===== config.mk =====
export PLATFORM = sky130hd
export DESIGN_NAME = image_trailer_hash_finder
export DESIGN_NICKNAME = d
export VERILOG_FILES = /design/src/rtl/core/ithf_pkg.sv /design/src/rtl/core/ithf_scan.sv /design/src/rtl/core/image_trailer_hash_finder.sv
export SDC_FILE = /design/constraint.sdc
export NUM_CORES = 1
export LEC_CHECK = 0
export BUFFER_PORTS_ARGS = -buffer_cell sky130_fd_sc_hd__buf_2
export CAP_MARGIN = 20
export CORE_MARGIN = 1.5
export CORE_UTILIZATION = 55
export DETAILED_ROUTE_END_ITERATION = 16
export GPL_ROUTABILITY_DRIVEN = 0
export PLACE_DENSITY_LB_ADDON = 0.08
export SETUP_SLACK_MARGIN = 0.05
export SLEW_MARGIN = 10
export SYNTH_ARGS = -nofsm -noshare
export SYNTH_HDL_FRONTEND = slang
export SYNTH_SLANG_ARGS = --single-unit

===== constraint.sdc =====
create_clock -name clk -period 23 [get_ports clk]
set_clock_uncertainty 0.15 [all_clocks]
set_input_delay 1.15 -clock clk [delete_from_list [all_inputs] [get_ports clk]]
set_output_delay 1.15 -clock clk [all_outputs]
set_load 0.05 [all_outputs]

===== src/rtl/core/ithf_pkg.sv =====
// ----------------------------------------------------------------------------
// ithf_pkg: shared types and constants for the image trailer hash finder
// Record layout constants, scan phases, status codes and the result beat.
// ----------------------------------------------------------------------------
`default_nettype none

package ithf_pkg;

  localparam int LENGTH_BITS       = 24;
  localparam int POSITION_BITS_DEF = 24;
  localparam int OFFSET_BITS       = 34;

  localparam logic [15:0] HASH_RECORD_TYPE = 16'h0010;
  localparam logic [15:0] HASH_BYTES       = 16'd32;
  localparam int          RECORD_HEAD      = 4;
  localparam int          TRAILER_GAP      = 4;
  localparam int          HEADER_END       = 16;

  // header byte positions
  localparam logic [3:0] POS_HDR_LO  = 4'd8;
  localparam logic [3:0] POS_HDR_HI  = 4'd9;
  localparam logic [3:0] POS_PROT_LO = 4'd10;
  localparam logic [3:0] POS_PROT_HI = 4'd11;
  localparam logic [3:0] POS_BODY_0  = 4'd12;
  localparam logic [3:0] POS_BODY_1  = 4'd13;
  localparam logic [3:0] POS_BODY_2  = 4'd14;
  localparam logic [3:0] POS_BODY_3  = 4'd15;

  // byte of a record head
  localparam logic [1:0] REL_TYPE_LO = 2'd0;
  localparam logic [1:0] REL_TYPE_HI = 2'd1;
  localparam logic [1:0] REL_LEN_LO  = 2'd2;

  typedef enum logic [3:0] {
    PH_HEADER = 4'b0001,
    PH_RECORD = 4'b0010,
    PH_HASH   = 4'b0100,
    PH_DONE   = 4'b1000
  } phase_t;

  typedef enum logic [2:0] {
    ST_OK          = 3'd0,
    ST_HEAD_TRUNC  = 3'd1,
    ST_VALUE_TRUNC = 3'd2,
    ST_BAD_LENGTH  = 3'd3,
    ST_OVERLAP     = 3'd4
  } status_t;

  typedef struct packed {
    logic [7:0] hash_byte;
    logic [4:0] hash_index;
    logic       is_final;
    status_t    status;
  } result_t;

endpackage

`default_nettype wire


===== src/rtl/core/ithf_scan.sv =====
// ----------------------------------------------------------------------------
// ithf_scan: byte scanner for the image trailer
// Tracks the byte position, captures the header sizes, walks the trailer
// records and produces at most one result per image byte.
// ----------------------------------------------------------------------------
`default_nettype none

module ithf_scan #(
  parameter int POSITION_BITS = ithf_pkg::POSITION_BITS_DEF
) (
  input  wire logic                               clk,
  input  wire logic                               rst,
  input  wire logic                               step,
  input  wire logic [7:0]                         image_byte,
  input  wire logic [ithf_pkg::LENGTH_BITS-1:0]   image_length,
  output ithf_pkg::result_t                       res,
  output logic                                    fire
);
  import ithf_pkg::*;

  localparam int LW = ((POSITION_BITS > LENGTH_BITS) ? POSITION_BITS : LENGTH_BITS) + 1;
  localparam int OW = OFFSET_BITS;
  localparam int EW = OFFSET_BITS + 1;

  logic [POSITION_BITS-1:0] pos;
  phase_t                   phase;
  phase_t                   phase_next;
  logic [15:0]              header_len;
  logic [15:0]              prot_size;
  logic [23:0]              body_low;
  logic [17:0]              base_sum;
  logic [OW-1:0]            rec_off;
  logic [OW-1:0]            rec_off_next;
  logic [EW-1:0]            head_end;
  logic [EW-1:0]            head_end_next;
  logic [15:0]              rec_type;
  logic [15:0]              rec_type_next;
  logic [7:0]               len_lo;
  logic [7:0]               len_lo_next;
  logic [4:0]               hash_cnt;
  logic [4:0]               hash_cnt_next;

  logic [LW-1:0] len_ext;
  logic [LW-1:0] limit;
  logic [LW-1:0] eff;
  logic [LW-1:0] eff_m4;
  logic          eff_small;
  logic          last;
  logic          pos_small;
  logic [3:0]    pos_lo;
  logic [OW-1:0] start;
  logic          in_head;
  logic [1:0]    rel;
  logic [15:0]   rec_len;
  logic [EW-1:0] rec_end;
  logic [OW-1:0] rec_end_m;
  logic          fail;
  status_t       fail_code;

  // true when a record head starting at x would run past the image end
  function automatic logic past_limit(input logic [EW-1:0] x, input logic too_short,
                                      input logic [LW-1:0] lim_m4);
    return too_short || (x > EW'(lim_m4));
  endfunction

  assign len_ext   = LW'(image_length);
  assign limit     = LW'(1) << POSITION_BITS;
  assign eff       = (len_ext < limit) ? len_ext : limit;
  assign eff_small = eff < LW'(RECORD_HEAD);
  assign eff_m4    = eff - LW'(RECORD_HEAD);
  assign last      = (LW'(pos) + LW'(1)) >= eff;

  assign pos_small = pos[POSITION_BITS-1:4] == '0;
  assign pos_lo    = pos[3:0];

  // trailer start: precomputed header + protected + gap, plus the body size
  assign start     = OW'({image_byte, body_low}) + OW'(base_sum);

  assign in_head   = (EW'(pos) >= EW'(rec_off)) && (EW'(pos) < head_end);
  assign rel       = pos[1:0] - rec_off[1:0];
  assign rec_len   = {image_byte, len_lo};
  assign rec_end   = head_end + EW'(rec_len);
  assign rec_end_m = rec_end[OW-1:0];

  always_comb begin
    phase_next    = phase;
    rec_off_next  = rec_off;
    head_end_next = head_end;
    rec_type_next = rec_type;
    len_lo_next   = len_lo;
    hash_cnt_next = hash_cnt;
    fail          = 1'b0;
    fail_code     = ST_OK;
    fire          = 1'b0;
    res           = '0;

    case (phase)
      PH_HEADER: begin
        if (pos_small && pos_lo == POS_BODY_3) begin
          rec_off_next  = start;
          head_end_next = EW'(start) + EW'(RECORD_HEAD);
          if (start < OW'(HEADER_END)) begin
            fail      = 1'b1;
            fail_code = ST_OVERLAP;
          end else if (past_limit(EW'(start), eff_small, eff_m4)) begin
            fail      = 1'b1;
            fail_code = ST_HEAD_TRUNC;
          end else begin
            phase_next = PH_RECORD;
          end
        end
      end
      PH_RECORD: begin
        if (in_head) begin
          case (rel)
            REL_TYPE_LO: rec_type_next[7:0]  = image_byte;
            REL_TYPE_HI: rec_type_next[15:8] = image_byte;
            REL_LEN_LO:  len_lo_next         = image_byte;
            default: begin
              if (rec_end > EW'(eff)) begin
                fail      = 1'b1;
                fail_code = ST_VALUE_TRUNC;
              end else if (rec_type == HASH_RECORD_TYPE) begin
                if (rec_len != HASH_BYTES) begin
                  fail      = 1'b1;
                  fail_code = ST_BAD_LENGTH;
                end else begin
                  phase_next    = PH_HASH;
                  hash_cnt_next = '0;
                end
              end else begin
                // skip over this record to the next head
                rec_off_next  = rec_end_m;
                head_end_next = EW'(rec_end_m) + EW'(RECORD_HEAD);
                rec_type_next = '0;
                len_lo_next   = '0;
                if (past_limit(EW'(rec_end_m), eff_small, eff_m4)) begin
                  fail      = 1'b1;
                  fail_code = ST_HEAD_TRUNC;
                end
              end
            end
          endcase
        end
      end
      PH_HASH: begin
        fire           = 1'b1;
        res.hash_byte  = image_byte;
        res.hash_index = hash_cnt;
        res.is_final   = &hash_cnt;
        res.status     = ST_OK;
        hash_cnt_next  = hash_cnt + 5'd1;
        if (&hash_cnt) begin
          phase_next = PH_DONE;
        end
      end
      PH_DONE: begin
      end
      default: begin
      end
    endcase

    if (fail) begin
      fire         = 1'b1;
      res          = '0;
      res.is_final = 1'b1;
      res.status   = fail_code;
      phase_next   = PH_DONE;
    end

    // image ended with no final result yet
    if (last && phase_next != PH_DONE) begin
      fire         = 1'b1;
      res          = '0;
      res.is_final = 1'b1;
      res.status   = (phase_next == PH_HASH) ? ST_VALUE_TRUNC : ST_HEAD_TRUNC;
    end
  end

  always_ff @(posedge clk) begin
    if (rst) begin
      pos   <= '0;
      phase <= PH_HEADER;
    end else if (step) begin
      if (last) begin
        pos   <= '0;
        phase <= PH_HEADER;
      end else begin
        pos   <= pos + POSITION_BITS'(1);
        phase <= phase_next;
      end
    end
  end

  always_ff @(posedge clk) begin
    if (step) begin
      rec_off  <= rec_off_next;
      head_end <= head_end_next;
      rec_type <= rec_type_next;
      len_lo   <= len_lo_next;
      hash_cnt <= hash_cnt_next;
      if (phase == PH_HEADER && pos_small) begin
        case (pos_lo)
          POS_HDR_LO:  header_len[7:0]  <= image_byte;
          POS_HDR_HI:  header_len[15:8] <= image_byte;
          POS_PROT_LO: prot_size[7:0]   <= image_byte;
          POS_PROT_HI: prot_size[15:8]  <= image_byte;
          POS_BODY_0: begin
            body_low[7:0] <= image_byte;
            base_sum      <= 18'(header_len) + 18'(prot_size) + 18'(TRAILER_GAP);
          end
          POS_BODY_1:  body_low[15:8]  <= image_byte;
          POS_BODY_2:  body_low[23:16] <= image_byte;
          default: begin
          end
        endcase
      end
    end
  end

endmodule

`default_nettype wire


===== src/rtl/core/image_trailer_hash_finder.sv =====
// ----------------------------------------------------------------------------
// image_trailer_hash_finder: locates the hash record in a firmware image
// Streams image bytes, walks the trailer records and emits the 32-byte hash
// or one failure result.
// ----------------------------------------------------------------------------
// Usage:
//   Write image_length through cfg_write/cfg_data while the block is idle.
//   Image bytes arrive on in_valid/in_stall/image_byte, one beat per byte in
//   address order; results leave on out_valid/out_stall with hash_byte,
//   hash_index, is_final and status.
//   Throughput is one byte per cycle while the receiver does not stall;
//   a result passes the input register, then scan logic into the result
//   register. Bytes outside the hash record give only failure result beats.
//   The trailer start is one 34-bit add and compare in the scan stage, and
//   each record head is one add and compare on the same path.
//   When the receiver stalls, the result register holds its beat and the
//   input register fills; in_stall rises once both are occupied, so no byte
//   or result is lost.
//   Reset clears the byte position, the scan phase, both valid flags and
//   image_length. After the last byte of an image the scan starts over.
// ----------------------------------------------------------------------------
`default_nettype none

module image_trailer_hash_finder #(
  parameter int POSITION_BITS = ithf_pkg::POSITION_BITS_DEF
) (
  input  wire logic                             clk,
  input  wire logic                             rst,
  input  wire logic                             cfg_write,
  input  wire logic [ithf_pkg::LENGTH_BITS-1:0] cfg_data,
  input  wire logic                             in_valid,
  output logic                                  in_stall,
  input  wire logic [7:0]                       image_byte,
  output logic                                  out_valid,
  input  wire logic                             out_stall,
  output logic [7:0]                            hash_byte,
  output logic [4:0]                            hash_index,
  output logic                                  is_final,
  output logic [2:0]                            status
);
  import ithf_pkg::*;

  logic [LENGTH_BITS-1:0] image_length;
  logic                   in_full;
  logic [7:0]             in_byte;
  logic                   advance;
  result_t                scan_res;
  logic                   scan_fire;
  result_t                out_res;

  assign advance  = in_full && (!out_valid || !out_stall);
  assign in_stall = in_full && !advance;

  always_ff @(posedge clk) begin
    if (rst) begin
      image_length <= '0;
    end else if (cfg_write) begin
      image_length <= cfg_data;
    end
  end

  always_ff @(posedge clk) begin
    if (rst) begin
      in_full <= 1'b0;
    end else if (in_valid && !in_stall) begin
      in_full <= 1'b1;
    end else if (advance) begin
      in_full <= 1'b0;
    end
  end

  always_ff @(posedge clk) begin
    if (in_valid && !in_stall) begin
      in_byte <= image_byte;
    end
  end

  ithf_scan #(
    .POSITION_BITS(POSITION_BITS)
  ) u_scan (
    .clk          (clk),
    .rst          (rst),
    .step         (advance),
    .image_byte   (in_byte),
    .image_length (image_length),
    .res          (scan_res),
    .fire         (scan_fire)
  );

  // result beat register
  always_ff @(posedge clk) begin
    if (rst) begin
      out_valid <= 1'b0;
    end else if (advance) begin
      out_valid <= scan_fire;
    end else if (!out_stall) begin
      out_valid <= 1'b0;
    end
  end

  always_ff @(posedge clk) begin
    if (advance && scan_fire) begin
      out_res <= scan_res;
    end
  end

  assign hash_byte  = out_res.hash_byte;
  assign hash_index = out_res.hash_index;
  assign is_final   = out_res.is_final;
  assign status     = out_res.status;

endmodule

`default_nettype wire

==> results.yml, run 1 <==
floorplan:
  die_area_um2: 36000
  starting_density_of_the_core: 0.557
  design.portCount: 56
  die-height_um: 190
  die_w_um: 190
  core.rowCount: 68
  core_area_um2: 34500
timing:
  clock.fmax_ghz: 0.149
  timing.final.setup_violations: 0
  max_slew_margin: 0.281
  hold_viol: 0
  setup_slack_ns: 16.30
  rsz0062_at_grt: "no"
  worst_margin_slew_ns: 1.08
  fin_setup_tns_ns: 0
  slew_violations: 0
  final.min_clock_period_ns: 6.70
  final.period_utilization: 0.291
worst_setup_path:
  criticalPathCategory: "flip-flop to flip-flop"
  worst-endpoint-arrival_ns: 6.78
  cp.required_ns: 23.08
  critical_path.max_fanout: 20
  crit_path_end_kind: "flip-flop"
  crit_path_start_kind: "flip-flop"
global_route:
  grtUsageMet1: 0.430
  groute.layer.met3.usage: 0.0437
  grtUsageTotal: 0.314
  grt_pass1_wl_mm: 86.7
  busiest_layer: "met2"
  grt_util_met2: 0.500
  maximum_number_of_pins_on_one_net_before_global_route_repair: 68
  grt_antenna_before_repair: 0
  grt_overflow: 0
  grt_pass1_vias: 15400
clock_tree:
  cts-htree-levels: 1
  post_cts.resized_instances: 0
  clock_latency_ns: 0.58
  cts_max_path_buffers: 3
  cts.clk_slew.worst_paths_ns: 0.06
  post_cts_buffers: 0
  clock_tree.root_cell: "clkbuf_16"
  post_cts_hold_buffer_count: 0
  cts_tree: "yes"
  cts_buffers: 29
  cts.sink_count: 249
power_and_ir_drop:
  p_total_mw: 1.06
  power_density_nw_per_um2: 50.6
  leakage_nw: 8.57
  ir_drop_mv: 0.0593
yosys:
  syn-instance-count: 2073
  synth_largest_area_cell: "edfxtp_1"
  synth.distinct_cells: 101
  yosysWarnings: 0
  postSynthRegisterBits: 249
  synth.avg_cell_area_um2: 9.25
  synth-async-reset-ratio: 0
  synth-edff-count: 195
  mappedNetlistNets: 2320
  ys.flop_type: "edfxtp_1"
  seq_area_frac_synth: 0.362
  mappedNetlistArea_um2: 19200
  synth_largest_type_area_fraction: 0.305
  synth_area_leaders: "edfxtp_1, ha_1, dfxtp_1, xnor2_1, nor2_1"
placed_design:
  dpl.hpwl_mm: 43.4
  buffer_ports.inserted: 55
  placement.setup.worst_slack_ns: 16.42
  dp_cells: 2545
routing:
  route.detailed.wl_per_inst_um: 21.8
  drc_errors: 0
  routed_wl_mm: 56.6
  drt_first_pass_iters: 5
  via_count: 16400
  detailed_route_vias_per_instance: 6.29
  detailedRoute.firstIterationViolations: 1552
  antenna_violating_nets_post_route: 0
finish:
  stdcell_count: 2601
  layout_nets: 2369
  fillCellCount: 3007
  drive_gt1_frac: 0.0858
  final_core_utilization: 0.607
  layout-area-overhead-vs-synth_pct: 9.01
outcome:
  run_status: "completed"
worst_hold_path:
  path_type_of_the_worst_min_delay_path: "flip-flop to flip-flop"
job:
  cap_viol_max_count: 0
==> cell type report <==
class | instances | area (um^2) | share of cell area
multi-input cells | 1630 | 11500 | 0.550
flip-flops and latches | 249 | 6940 | 0.332
clock buffers | 34 | 744 | 0.0356
well taps | 455 | 569 | 0.0272
inverters | 131 | 492 | 0.0235
repair buffers | 81 | 478 | 0.0229
clock inverters | 20 | 188 | 0.00897
diodes | 1 | 2.50 | 0.000120
==> kinds of logic after synthesis <==
group / Yosys count / share of synthesized area
mux: 34 / 0.0179
xor+xnor: 178 / 0.0848
compound gates: 436 / 0.153
flops: 249 / 0.362
fa+ha+maj: 210 / 0.139
buf+inv: 194 / 0.0396
simple gates: 772 / 0.204
==> through the flow <==
step                      hold slack (ns)  cell area [um^2]
final                               0.354             20900
after global routing                0.393             20900
after CTS                           0.359             20900
after detailed placement            0.346             20000
after global placement              0.329             20000
after floorplan                     0.310             19200
==> placed cells by master, fill, tap and decap left out, types with 11 or more instances in the layout <==
cell type / Yosys / layout
a211oi_1: 14 / 14
ha_1: 206 / 206
xnor2_1: 120 / 120
buf_2: 6 / 55
inv_1: 128 / 128
o21ai_0: 83 / 83
nor2_1: 200 / 199
a2bb2oi_1: 14 / 14
nor4_1: 35 / 35
a21oi_1: 130 / 129
dfxtp_1: 54 / 54
edfxtp_1: 195 / 195
nor2b_1: 20 / 20
mux2i_1: 32 / 32
xor2_1: 52 / 52
and2_1: 47 / 46
o21a_1: 11 / 11
o211ai_1: 20 / 20
nand4_1: 46 / 46
a21o_1: 57 / 57
nand3_1: 72 / 72
nor3_1: 47 / 47
nand2_1: 182 / 181
and3_1: 45 / 45
buf_4: 0 / 25
clkbuf_16: 0 / 29
==> path summary, 6_finish.rpt <==
path,start,to,slack [ns],depth (start not counted)
max reg2reg,in_byte[0],hash_byte[7],16.30,18
min,image_length[1],image_length[1],0.35,2
max,in_byte[0],hash_byte[7],16.30,18
min reg2reg,image_length[1],image_length[1],0.35,2
==> synthesized netlist by cell type, types with 7 or more instances <==
library cell and n:
a211oi_1 14, a211oi_2 7, a21o_1 57, a21oi_1 130, a2bb2oi_1 14, a31oi_1 7
and2_1 47, and3_1 45, and4_1 8, clkbuf_1 49, dfxtp_1 54, edfxtp_1 195
ha_1 206, inv_1 128, mux2i_1 32, nand2_1 182, nand2b_1 10, nand3_1 72
nand3b_1 10, nand4_1 46, nor2_1 200, nor2b_1 20, nor3_1 47, nor4_1 35
o211ai_1 20, o21a_1 11, o21ai_0 83, o21ai_1 9, or4_1 8, xnor2_1 120
xor2_1 52
==> flip-flops by register name, indices dropped and copies added, names as in the netlist <==
register           cells
hash_byte              8
hash_index             5
image_length          24
in_byte                8
in_full                1
is_final               1
out_valid              1
status                 3
u_scan.base_sum       18
u_scan.body_low       24
u_scan.hash_cnt        5
u_scan.head_end       33
u_scan.header_len     16
u_scan.len_lo          8
u_scan.phase           4
u_scan.pos            24
u_scan.prot_size      16
u_scan.rec_off        34
u_scan.rec_type       16
==> power breakdown <==
part           switching [mW]  total, mW  internal, mW
sequential            0.00435      0.490         0.486
clock                   0.193      0.458         0.265
combinational          0.0685      0.109        0.0408
==> worst max-delay path: stages (launching register included) <==
cell	delay (ns)
edfxtp_1	0.36
buf_4	0.25
ha_1	0.41
a21oi_1	0.25
o21ai_0	0.19
nor3_1	0.52
a21oi_2	0.22
and3_1	0.24
xnor2_1	0.73
ha_1	0.39
a211oi_1	0.34
nand2_1	0.14
a211oi_1	0.34
a311oi_1	0.09
o41ai_1	0.53
nand2b_1	0.15
and2_4	0.18
nor3_4	0.45
a21oi_2	0.39
==> per-layer routing <==
| metal | part of all wire | up-vias |
|---|---|---|
| met2 | 0.45 | 710 |
| met1 | 0.43 | 7835 |
| met4 | 0.045 | 0 |
| met5 | 0 | - |
| li1 | - | 7670 |
| met3 | 0.079 | 139 |
Power figures use the tool's default switching activity.
==> run 2, diff against run 1 <==
==> constraint.sdc (replaced) <==
create_clock -name clk -period 6.2 [get_ports clk]
set_clock_uncertainty 0.15 [all_clocks]
set_input_delay 0.31 -clock clk [delete_from_list [all_inputs] [get_ports clk]]
set_output_delay 0.31 -clock clk [all_outputs]
set_load 0.05 [all_outputs]
==> results.yml, run 2 (same netlist as run 1, synthesis figures left out) <==
worst_setup_path:
  cp.required_ns: 6.29
  startpoint: "u_scan.len_lo[0]"
  crit_path_start_kind: "flip-flop"
  timing.reg2reg.worst_path_depth: 23
  rrSetupSlack_ns: 0.42
  rr_startpoint: "u_scan.len_lo[0]"
  criticalPathCategory: "flip-flop to flip-flop"
  critical_path.max_fanout: 46
  crit_path_end_kind: "flip-flop"
  worst-endpoint-arrival_ns: 5.87
  critical_path.reg2reg.endpoint: "u_scan.rec_off[4]"
worst_hold_path:
  worst_hold_path.num_cells: 2
  hold_path.startpoint: "rst"
  path_type_of_the_worst_min_delay_path: "input port to flip-flop"
  worstHoldEndpoint: "u_scan.pos[18]"
clock_tree:
  cts_tree: "yes"
  cts-htree-levels: 1
  cts_buffers: 29
  cts.sink_count: 249
  clock_latency_ns: 0.58
  clock_tree.root_cell: "clkbuf_16"
  cts.clk_slew.worst_paths_ns: 0.06
  cts_max_path_buffers: 3
  post_cts_buffers: 0
timing:
  rsz0062_at_grt: "no"
  final.period_utilization: 0.932
  final.min_clock_period_ns: 5.78
  clock.fmax_ghz: 0.173
  timing.final.setup_violations: 0
  worst_margin_slew_ns: 1.04
  hold_viol: 0
  hold_slack_ns: 0.204
  max_slew_margin: 0.304
  slew_violations: 0
  fin_setup_tns_ns: 0
  setup_slack_ns: 0.423
finish:
  largest_register: "u_scan.rec_off"
  antennaDiodeCount: 0
  layout-area-overhead-vs-synth_pct: 12.0
  final_cell_mix: "ha_1, nor2_1, edfxtp_1"
  fin_area_um2: 21500
  largest_registers: "u_scan.rec_off x34, u_scan.head_end x33"
  fillCellCount: 3012
  layout.cells.most_common: "ha_1"
  regArea_um2: 6940
  drive_gt1_frac: 0.101
  largest_reg_flops: 34
  multi_input_area_um2: 11500
  layout_nets: 2443
power_and_ir_drop:
  clockPowerShare: 0.412
  power.combinational.fraction: 0.114
  pwr-share-seq: 0.475
  p_sw_mw: 0.989
  power_report.internal_total_mw: 2.84
  leakage_nw: 8.88
  netSwitchingFraction: 0.258
  ir_drop_mv: 0.206
  power_density_nw_per_um2: 178
  p_total_mw: 3.83
routing:
  via_count: 16500
  antenna_violating_nets_post_route: 0
  drt_first_pass_iters: 8
  routed_wl_mm: 57.9
  detailed_route_vias_per_instance: 6.18
  drc_errors: 0
  detailedRoute.firstIterationViolations: 1645
  route.detailed.wl_per_inst_um: 21.7
floorplan:
  die_area_um2: 36000
  starting_density_of_the_core: 0.557
  design.portCount: 56
  die-height_um: 190
  die_w_um: 190
  core.rowCount: 68
  core_area_um2: 34500
global_route:
  maximum_number_of_pins_on_one_net_before_global_route_repair: 66
  grt_overflow: 0
  grt_pass1_vias: 15800
  grt_pass1_wl_mm: 89.0
  grtUsageTotal: 0.322
  grt_antenna_before_repair: 0
outcome:
  run_status: "completed"
placed_design:
  placement.setup.worst_slack_ns: 0.444
  dpl.hpwl_mm: 44.6
  placedInstanceArea_um2: 20300
  buffer_ports.inserted: 55
job:
  cap_viol_max_count: 0
-- run 2: layout make-up --
| cell class | count | area share |
|---|---|---|
| Multi-Input combinational cell | 1630 | 0.536 |
| Sequential cell | 249 | 0.323 |
| Clock inverter | 14 | 0.00349 |
| Inverter | 131 | 0.0229 |
| Timing Repair Buffer | 155 | 0.0526 |
| Clock buffer | 38 | 0.0358 |
| Tap cell | 455 | 0.0265 |
-- run 2: per-layer routing --
metal / part of all wire / vias up / GRT usage
li1: - / 7825 / -
met1: 0.41 / 7861 / 0.420
met2: 0.45 / 674 / 0.525
met3: 0.081 / 160 / 0.0535
met4: 0.050 / 0 / 0.149
met5: 0 / - / 0
-- run 2: metrics by stage --
step / instances / util
2_1_floorplan: 2073 / -
3_3_place_gp: 2585 / 0.588
3_5_place_dp: 2585 / 0.588
4_1_cts: 2671 / 0.623
5_1_grt: 2672 / 0.624
6_report: 2672 / 0.624
-- run 2: critical path: stages (launching register included) --
cell	delay, ns
edfxtp_1	0.36
ha_1	0.20
inv_1	0.07
fa_1	0.39
nand2b_1	0.18
a21oi_1	0.13
buf_4	0.16
o211a_1	0.35
nor2_1	0.12
xnor2_1	0.36
inv_1	0.18
ha_1	0.34
nand4_1	0.10
nor2_1	0.05
a2111oi_0	0.36
o21ai_0	0.15
a21o_1	0.20
a2111oi_2	0.37
buf_4	0.16
nand4b_1	0.19
o21ai_0	0.21
nand2_1	0.12
nor2_4	0.21
buf_12	0.27
-- run 2: worst max-delay path by stage --
stage | end | slack, ns | depth (start not counted)
6_report | u_scan.rec_off[4] | 0.42 | 23
5_1_grt | u_scan.rec_off[3] | 0.02 | 21
4_1_cts | u_scan.rec_off[4] | 0.36 | 23
3_5_place_dp | u_scan.head_end[6] | 0.44 | 23
3_3_place_gp | u_scan.rec_off[4] | 0.47 | 20
2_1_floorplan | u_scan.head_end[10] | 0.15 | 19
-- run 2: power by group through the flow --
stage | combinational (mW) | sequential [mW] | clock, mW
6_report | 0.435 | 1.82 | 1.58
4_1_cts | 0.423 | 1.82 | 1.60
2_1_floorplan | 0.263 | 1.85 | 0
5_1_grt | 0.475 | 1.82 | 1.66
3_3_place_gp | 0.395 | 1.85 | 0
3_5_place_dp | 0.403 | 1.85 | 0
-- run 2: timing repair --
item,4_1_cts,5_1_grt
hold buffers,34,0
gates resized for setup,0,5
hold endpoints to repair,34,0
setup endpoints to repair,0,119
==> run 3, diff against run 2 <==
--- a/config.mk
+++ b/config.mk
@@ -12,6 +12,7 @@
 export DETAILED_ROUTE_END_ITERATION = 16
 export GPL_ROUTABILITY_DRIVEN = 0
 export PLACE_DENSITY_LB_ADDON = 0.08
+export RECOVER_POWER = 25
 export SETUP_SLACK_MARGIN = 0.05
 export SLEW_MARGIN = 10
 export SYNTH_ARGS = -nofsm -noshare
==> results.yml, run 3 (same netlist as run 1, synthesis figures left out) <==
worst_setup_path:
  worst-endpoint-arrival_ns: 5.89
  worst_setup_path_endpoint: "u_scan.rec_off[4]"
  timing.reg2reg.worst_path_depth: 23
  rr_startpoint: "u_scan.len_lo[0]"
  crit_path_end_kind: "flip-flop"
  criticalPathCategory: "flip-flop to flip-flop"
  crit_path_start_kind: "flip-flop"
  critical_path.reg2reg.endpoint: "u_scan.rec_off[4]"
  cp.required_ns: 6.29
  startpoint: "u_scan.len_lo[0]"
  rrSetupSlack_ns: 0.40
  critical_path.max_fanout: 46
placed_design:
  buffer_ports.inserted: 55
  placement.setup.worst_slack_ns: 0.444
  placedInstanceArea_um2: 20300
  dpl.hpwl_mm: 44.6
finish:
  antennaDiodeCount: 0
  fin_area_um2: 21400
  drive_gt1_frac: 0.0875
  layout-area-overhead-vs-synth_pct: 11.7
  layout_nets: 2443
  largest_register: "u_scan.rec_off"
  layout.cells.most_common: "ha_1"
  final_cell_mix: "ha_1, nor2_1, edfxtp_1"
  largest_reg_flops: 34
  largest_registers: "u_scan.rec_off x34, u_scan.head_end x33"
floorplan:
  core_area_um2: 34500
  die_w_um: 190
  core.rowCount: 68
  starting_density_of_the_core: 0.557
  die_area_um2: 36000
  design.portCount: 56
  die-height_um: 190
routing:
  routed_wl_mm: 57.9
  via_count: 16500
  detailedRoute.firstIterationViolations: 1688
  detailed_route_vias_per_instance: 6.19
  drt_first_pass_iters: 6
  drc_errors: 0
  route.detailed.wl_per_inst_um: 21.7
  antenna_violating_nets_post_route: 0
power_and_ir_drop:
  power_density_nw_per_um2: 179
  ir_drop_mv: 0.206
  leakage_nw: 8.80
global_route:
  grt_pass1_wl_mm: 89.0
  grt_antenna_before_repair: 0
  maximum_number_of_pins_on_one_net_before_global_route_repair: 66
  grtUsageTotal: 0.322
  grt_pass1_vias: 15800
  grt_overflow: 0
clock_tree:
  post_cts_buffers: 0
  clock_latency_ns: 0.58
  cts_max_path_buffers: 3
  cts_buffers: 29
  cts.sink_count: 249
  cts-htree-levels: 1
  clock_tree.root_cell: "clkbuf_16"
  cts.clk_slew.worst_paths_ns: 0.06
  cts_tree: "yes"
timing:
  slew_violations: 97
  timing.final.setup_violations: 0
  max_slew_margin: -0.435
  worst_margin_slew_ns: 2.15
  rsz0062_at_grt: "no"
  setup_slack_ns: 0.401
  final.period_utilization: 0.935
  final.min_clock_period_ns: 5.80
  fin_setup_tns_ns: 0
  hold_slack_ns: 0.300
  hold_viol: 0
  clock.fmax_ghz: 0.172
worst_hold_path:
  path_type_of_the_worst_min_delay_path: "input port to flip-flop"
outcome:
  run_status: "finished, violations left"
  violations_in_the_final_reports: "max-capacitance violations, max-slew violations"
job:
  cap_viol_max_count: 3
==> run 3: cell count changes in the layout (fill, tap and decap cells not counted) <==
cell | previous run | this run
buf_2 | 55 | 34
clkbuf_1 | 8 | 38
buf_4 | 64 | 55
==> run 3: per-stage QoR <==
| step | power (mW) | std cells | util |
|---|---|---|---|
| after floorplan | 2.12 | 2073 | - |
| after global placement | 2.25 | 2585 | 0.588 |
| after detailed placement | 2.26 | 2585 | 0.588 |
| after CTS | 3.84 | 2671 | 0.623 |
| after global routing | 3.95 | 2672 | 0.622 |
| final | 3.83 | 2672 | 0.622 |
==> run 3: area by class of cell <==
class / instances / area, um^2
Sequential cell: 249 / 6940
Multi-Input combinational cell: 1630 / 11500
Fill cell: 3025 / 13000
Clock buffer: 38 / 769
Clock inverter: 14 / 75.1
Inverter: 131 / 492
Timing Repair Buffer: 155 / 1070
Tap cell: 455 / 569
==> run 3: worst min path at each step <==
| stage | start | end | depth (start not counted) |
|---|---|---|---|
| 3_3_place_gp | image_length[8] | image_length[8] | 2 |
| 2_1_floorplan | image_byte[0] | in_byte[0] | 0 |
| 5_1_grt | image_byte[3] | in_byte[3] | 2 |
| 3_5_place_dp | image_byte[1] | in_byte[1] | 1 |
| 4_1_cts | rst | u_scan.pos[14] | 2 |
| 6_report | image_byte[3] | in_byte[3] | 2 |
==> run 3: timing repair <==
action                     in CTS  in global routing
hold buffers                   34                  0
gates resized for setup         0                  5
setup endpoints to repair       0                119
hold endpoints to repair       34                  0
==> run 3: power by group <==
part	internal, mW	switching (mW)	leakage, nW
Clock	0.869	0.710	0.421
Combinational	0.171	0.262	6.20
Sequential	1.80	0.0172	2.18
Total	2.84	0.989	8.80
==> run 3: critical path, stage by stage (launching register included) <==
cell	delay [ns]
edfxtp_1	0.36
ha_1	0.20
inv_1	0.07
fa_1	0.39
nand2b_1	0.18
a21oi_1	0.13
buf_4	0.16
o211a_1	0.36
nor2_1	0.12
xnor2_1	0.36
inv_1	0.18
ha_1	0.34
nand4_1	0.10
nor2_1	0.05
a2111oi_0	0.36
o21ai_0	0.15
a21o_1	0.20
a2111oi_2	0.37
buf_4	0.16
nand4b_1	0.19
o21ai_0	0.21
nand2_1	0.12
nor2_4	0.21
buf_12	0.27
==> run 3: layer usage <==
| layer | vias to the layer above | share of wire | GRT usage |
|---|---|---|---|
| met1 | 7848 | 0.41 | 0.420 |
| met4 | 0 | 0.048 | 0.149 |
| met3 | 146 | 0.082 | 0.0535 |
| met5 | - | 0 | 0 |
| met2 | 719 | 0.46 | 0.525 |
| li1 | 7823 | - | - |
